<file path="config.mk">
export PLATFORM = sky130hd
export DESIGN_NAME = kbks_fmix
export DESIGN_NICKNAME = d
export VERILOG_FILES = /design/src/hdl/kbks_pkg.sv /design/src/hdl/kbks_fmix.sv
export SDC_FILE = /design/constraint.sdc
export NUM_CORES = 2
export LEC_CHECK = 0
export BUFFER_PORTS_ARGS = -buffer_cell sky130_fd_sc_hd__buf_2
export CORE_UTILIZATION = 25
export CTS_CLUSTER_DIAMETER = 100
export DETAILED_ROUTE_END_ITERATION = 7
export SETUP_SLACK_MARGIN = 0.1
export SLEW_MARGIN = 0
export SYNTH_ARGS = -nofsm -noshare
export SYNTH_HDL_FRONTEND = slang
export SYNTH_SLANG_ARGS = --single-unit
</file>
<file path="constraint.sdc">
create_clock -name clk_i -period 11.6 [get_ports clk_i]
set_clock_uncertainty 0.05 [all_clocks]
set_input_delay 1.74 -clock clk_i [delete_from_list [all_inputs] [get_ports clk_i]]
set_output_delay 1.74 -clock clk_i [all_outputs]
set_load 0.05 [all_outputs]
</file>
<file path="src/hdl/kbks_pkg.sv">
`default_nettype none
package kbks_pkg;
  localparam int KEY_W = 53;
  localparam logic [1:0] OP_BASE = 2'd0;
  localparam logic [1:0] OP_HASH = 2'd1;
  localparam logic [1:0] OP_READ = 2'd2;
  localparam logic [1:0] CFG_KMER = 2'd0;
  localparam logic [1:0] CFG_ENTRIES = 2'd1;
  localparam logic [1:0] CFG_SEED = 2'd2;
  localparam logic [1:0] CFG_DOUBLE = 2'd3;
  localparam logic [63:0] FMIX_C1 = 64'hff51afd7ed558ccd;
  localparam logic [63:0] FMIX_C2 = 64'hc4ceb9fe1a85ec53;
  localparam logic [7:0] CASE_MASK = 8'hDF;

  typedef logic [KEY_W-1:0] key_t;

  function automatic logic [63:0] seed_of(input logic [1:0] code);
    logic [63:0] r;
    case (code)
      2'd0: r = 64'h3c8bfbb395c60474;
      2'd1: r = 64'h3193c18562a02b4c;
      2'd2: r = 64'h295549f54be24456;
      default: r = 64'h20323ed082572324;
    endcase
    return r;
  endfunction

  function automatic logic [63:0] rotl(input logic [63:0] x, input logic [5:0] n);
    return (x << n) | (x >> (7'd64 - {1'b0, n}));
  endfunction
endpackage
`default_nettype wire

</file>
<file path="src/hdl/kbks_fmix.sv">
`default_nettype none
// Seeded fmix64, one or two rounds, one operation per cycle with a 32x32 style
// partial-product multiply split into four partial products per 64-bit product.
module kbks_fmix (
  input  wire logic        clk_i,
  input  wire logic        rst_ni,
  input  wire logic        start_i,
  input  wire logic [63:0] value_i,
  input  wire logic        two_rounds_i,
  input  wire logic [63:0] seed_i,
  output logic             done_o,
  output logic [63:0]      result_o
);
  localparam logic [3:0] S_IDLE = 4'd0;
  localparam logic [3:0] S_PRE  = 4'd1;
  localparam logic [3:0] S_MUL  = 4'd2;
  localparam logic [3:0] S_XS   = 4'd3;
  localparam logic [3:0] S_DONE = 4'd4;

  logic [3:0]  state_q, state_d;
  logic [63:0] h_q, h_d, acc_q, acc_d;
  logic [1:0]  part_q, part_d;
  logic        second_mul_q, second_mul_d;
  logic        more_q, more_d;
  logic [63:0] mul_c;
  logic [31:0] a_part, b_part;
  logic [63:0] prod;
  logic [63:0] prod_sh;

  assign mul_c  = second_mul_q ? kbks_pkg::FMIX_C2 : kbks_pkg::FMIX_C1;
  assign a_part = part_q[0] ? h_q[63:32] : h_q[31:0];
  assign b_part = part_q[1] ? mul_c[63:32] : mul_c[31:0];
  assign prod   = {32'd0, a_part} * {32'd0, b_part};
  always_comb begin
    case (part_q)
      2'd0: prod_sh = prod;
      2'd1, 2'd2: prod_sh = {prod[31:0], 32'd0};
      default: prod_sh = 64'd0;
    endcase
  end

  always_comb begin
    state_d = state_q;
    h_d = h_q;
    acc_d = acc_q;
    part_d = part_q;
    second_mul_d = second_mul_q;
    more_d = more_q;
    case (state_q)
      S_IDLE: begin
        if (start_i) begin
          h_d = value_i;
          more_d = two_rounds_i;
          state_d = S_PRE;
        end
      end
      S_PRE: begin
        h_d = (h_q ^ seed_i) ^ ((h_q ^ seed_i) >> 33);
        acc_d = 64'd0;
        part_d = 2'd0;
        second_mul_d = 1'b0;
        state_d = S_MUL;
      end
      S_MUL: begin
        acc_d = acc_q + prod_sh;
        part_d = part_q + 2'd1;
        if (part_q == 2'd3) state_d = S_XS;
      end
      S_XS: begin
        h_d = acc_q ^ (acc_q >> 33);
        acc_d = 64'd0;
        part_d = 2'd0;
        if (!second_mul_q) begin
          second_mul_d = 1'b1;
          state_d = S_MUL;
        end else if (more_q) begin
          more_d = 1'b0;
          state_d = S_PRE;
        end else begin
          state_d = S_DONE;
        end
      end
      S_DONE: state_d = S_IDLE;
      default: state_d = S_IDLE;
    endcase
  end

  always_ff @(posedge clk_i or negedge rst_ni) begin
    if (!rst_ni) begin
      state_q <= S_IDLE;
    end else begin
      state_q <= state_d;
    end
  end

  always_ff @(posedge clk_i) begin
    h_q <= h_d;
    acc_q <= acc_d;
    part_q <= part_d;
    second_mul_q <= second_mul_d;
    more_q <= more_d;
  end

  assign done_o = (state_q == S_DONE);
  assign result_o = h_q;
endmodule
`default_nettype wire

</file>
==> results.py <==
metrics = {
    "timing": {
        "setup_viol": 0,
        "whs_ps": 583,
        "drv_slew": 0,
        "worst_pin_slew_ps": 1060,
        "worst_slack_ps": 461,
        "max-slew-margin-rel_pct": 29.3,
        "period_needed_ps": 11140,
        "period_share_pct": 96.0,
        "rsz0062_at_grt": "yes",
        "hold_viol_final": 0,
        "setup_tns_ps": 0,
        "fmaxAchievable_mhz": 89.8,
    },
    "layout": {
        "fin_nets": 6109,
        "regArea_um2": 4040,
        "n_fill_cell": 17600,
        "final_cell_count_no_fill": 6972,
        "drive_above_1_share_pct": 10.5,
        "multi_input_area_um2": 33400,
        "area_delta_synth_final_pct": 12.6,
    },
    "global_routing": {
        "grt_pass1_wl_mm": 232,
        "gr-usage-met3_pct": 3.15,
        "grt_use_met2_pct": 30.1,
        "grt_max_degree": 72,
        "busiest_layer": "met2",
        "grt_pass1_vias": 34400,
        "grtUsageTotal_pct": 18.8,
        "overflow": 0,
        "grtUsageMet1_pct": 25.4,
        "antenna_found_initial": 2,
    },
    "synthesis": {
        "yosys-mux-area-fraction_pct": 1.25,
        "yosysMostFrequentCell": "inv_1",
        "ys_types": 74,
        "synth.top_cell.area_share_pct": 37.2,
        "seq_area_frac_synth_pct": 9.71,
        "synth_top_family_by_area": "adder cells",
        "yosys_most_used_dff": "edfxtp_1",
        "synth_compound_area_share_pct": 10.1,
        "async_flop_share_pct": 2.22,
        "syn-num-nets": 5884,
        "synth_area_leaders": "fa_1, ha_1, edfxtp_1",
        "synth_simple_gate_area_share_pct": 10.8,
        "syn-instance-count": 4541,
        "netlist_area_um2": 41600,
        "synth_xor_area_share_pct": 7.42,
        "syn_avg_cell_area_um2": 9.16,
        "synth_common_cells": "inv_1, fa_1, ha_1",
        "synth_edf_count": 132,
        "ys_ff_latch": 135,
        "synth_warnings": 0,
        "yosys.area.top_type": "fa_1",
        "synth_fa_ha_area_share_pct": 50.4,
    },
    "detailed_routing": {
        "first_pass_iters": 8,
        "vias": 33000,
        "routed_wl_mm": 158,
        "wire_per_inst_um": 22.6,
        "ant_nets": 0,
        "routed_via_density": 4.73,
        "drc": 24,
        "drt_iter0_drc": 2861,
    },
    "flow_run": {
        "drv_cap": 0,
    },
    "clock_network": {
        "clk_pin_slew_ps": 70,
        "numCtsBuffers": 17,
        "clk_latency_ps": 520,
        "cts_root_buffer": "clkbuf_16",
        "htree_levels": 4,
        "clockBufferDepth": 2,
        "cts.sinks": 135,
        "cts_tree": "yes",
    },
    "die": {
        "fp-row-count": 149,
        "dieArea_um2": 168000,
        "start_util_pct": 25.2,
        "ios": 197,
        "fp.dieW_um": 410,
        "die_h_um": 410,
        "core_um2": 165000,
    },
    "critical_path": {
        "r2r_slack_ps": 460,
        "cp_max_fo": 17,
        "path_common_cell": "fa_1",
        "setup.worst_path.end_class": "flop",
        "worstSetupStartpointType": "flop",
        "cp_data_arrival_time_ps": 11360,
        "cp.buffers_inverters": 7,
        "path_class": "reg -> reg",
        "cp_slowest_cell": "fa_1",
        "critPathTopFamily": "adder cells",
        "critPathMaxStageDelay_ps": 580,
        "critPathRequiredTime_ps": 11820,
    },
    "place": {
        "dpl.hpwl_mm": 138,
        "finalWeightedCongestion": 1.02,
        "post-place-cells": 6925,
        "dpl_worst_slack_ps": 262,
        "io_buffers": 196,
    },
    "run_status": {
        "violations": "design-rule violations",
        "status": "finished with violations",
    },
    "hold_path": {
        "holdCritPathClass": "reg -> reg",
    },
}
## final timing paths
check | from | to | cells past startpoint
setup / recovery | part_q[0] | acc_q[63] | 40
hold / removal | state_q[2] | state_q[0] | 1
min in group asynchronous | rst_ni | state_q[2] | 1
hold reg to reg | state_q[2] | state_q[0] | 1
setup reg to reg | part_q[0] | acc_q[63] | 40
max in group asynchronous | rst_ni | state_q[1] | 1
## flip-flops by register name, indices dropped and copies added (netlist names)
register	flops
second_mul_q	1
result_o	64
part_q	2
state_q	3
acc_q	64
more_q	1
## cells by family (layout without fill, tap and decap cells)
group / count (synthesis) / in the layout
flip-flops: 135 / 135
adder cells (fa/ha/maj): 1211 / 1211
buffers and inverters: 1137 / 1375
multiplexers: 52 / 52
AO/OA/AOI/OAI: 670 / 670
other: 1 / 5
AND/OR/NAND/NOR: 983 / 983
XOR/XNOR: 352 / 352
## through the flow
stage | util [%] | cell area, um2
after floorplan | - | 41600
after global placement | 27.9 | 46000
after detailed placement | 27.9 | 46000
after CTS | 28.2 | 46500
after global routing | 28.4 | 46800
final | 28.4 | 46800
## routing by layer
metal	vias to the layer above	routed length (um)
met5	-	0
li1	14700	-
met2	1367	72300
met3	235	11200
met4	0	6480
met1	16700	67600
## final cells by class
cell class / instances / area share, %
multi-input combinational: 3269 / 71.4
antenna: 4 / 0.0214
tap: 2189 / 5.85
clock buffer: 17 / 0.909
clock inverter: 15 / 0.275
inverter: 972 / 7.86
sequential: 135 / 8.63
timing repair buffer: 371 / 5.09
## placed cells by master (no fill, tap or decap), types with 17 or more instances in the layout
| cell type | netlist | final |
|---|---|---|
| a21o_1 | 119 | 119 |
| a21oi_1 | 204 | 203 |
| a31oi_1 | 28 | 28 |
| and2_1 | 75 | 75 |
| and3_1 | 18 | 18 |
| buf_2 | 1 | 196 |
| buf_4 | 0 | 166 |
| clkbuf_16 | 0 | 17 |
| edfxtp_1 | 132 | 132 |
| fa_1 | 773 | 770 |
| ha_1 | 438 | 432 |
| inv_1 | 967 | 957 |
| mux2i_1 | 51 | 47 |
| nand2_1 | 271 | 264 |
| nand2b_1 | 67 | 63 |
| nand3_1 | 30 | 30 |
| nand4_1 | 25 | 25 |
| nor2_1 | 382 | 378 |
| nor2b_1 | 35 | 35 |
| nor3_1 | 21 | 21 |
| o21ai_0 | 149 | 146 |
| o21bai_1 | 28 | 28 |
| o22ai_1 | 24 | 24 |
| or2_2 | 27 | 27 |
| xnor2_1 | 234 | 234 |
| xor2_1 | 118 | 118 |
## timing repair
| action | CTS | global route |
|---|---|---|
| setup endpoints to repair | 0 | 17 |
| hold buffers | 0 | 0 |
| resized for setup | 0 | 48 |
| hold endpoints to repair | 0 | 0 |
| buffers inserted | 0 | 11 |
Power is not shown: default switching activity piles up to over one toggle a cycle in this logic, so the estimate is an artifact.
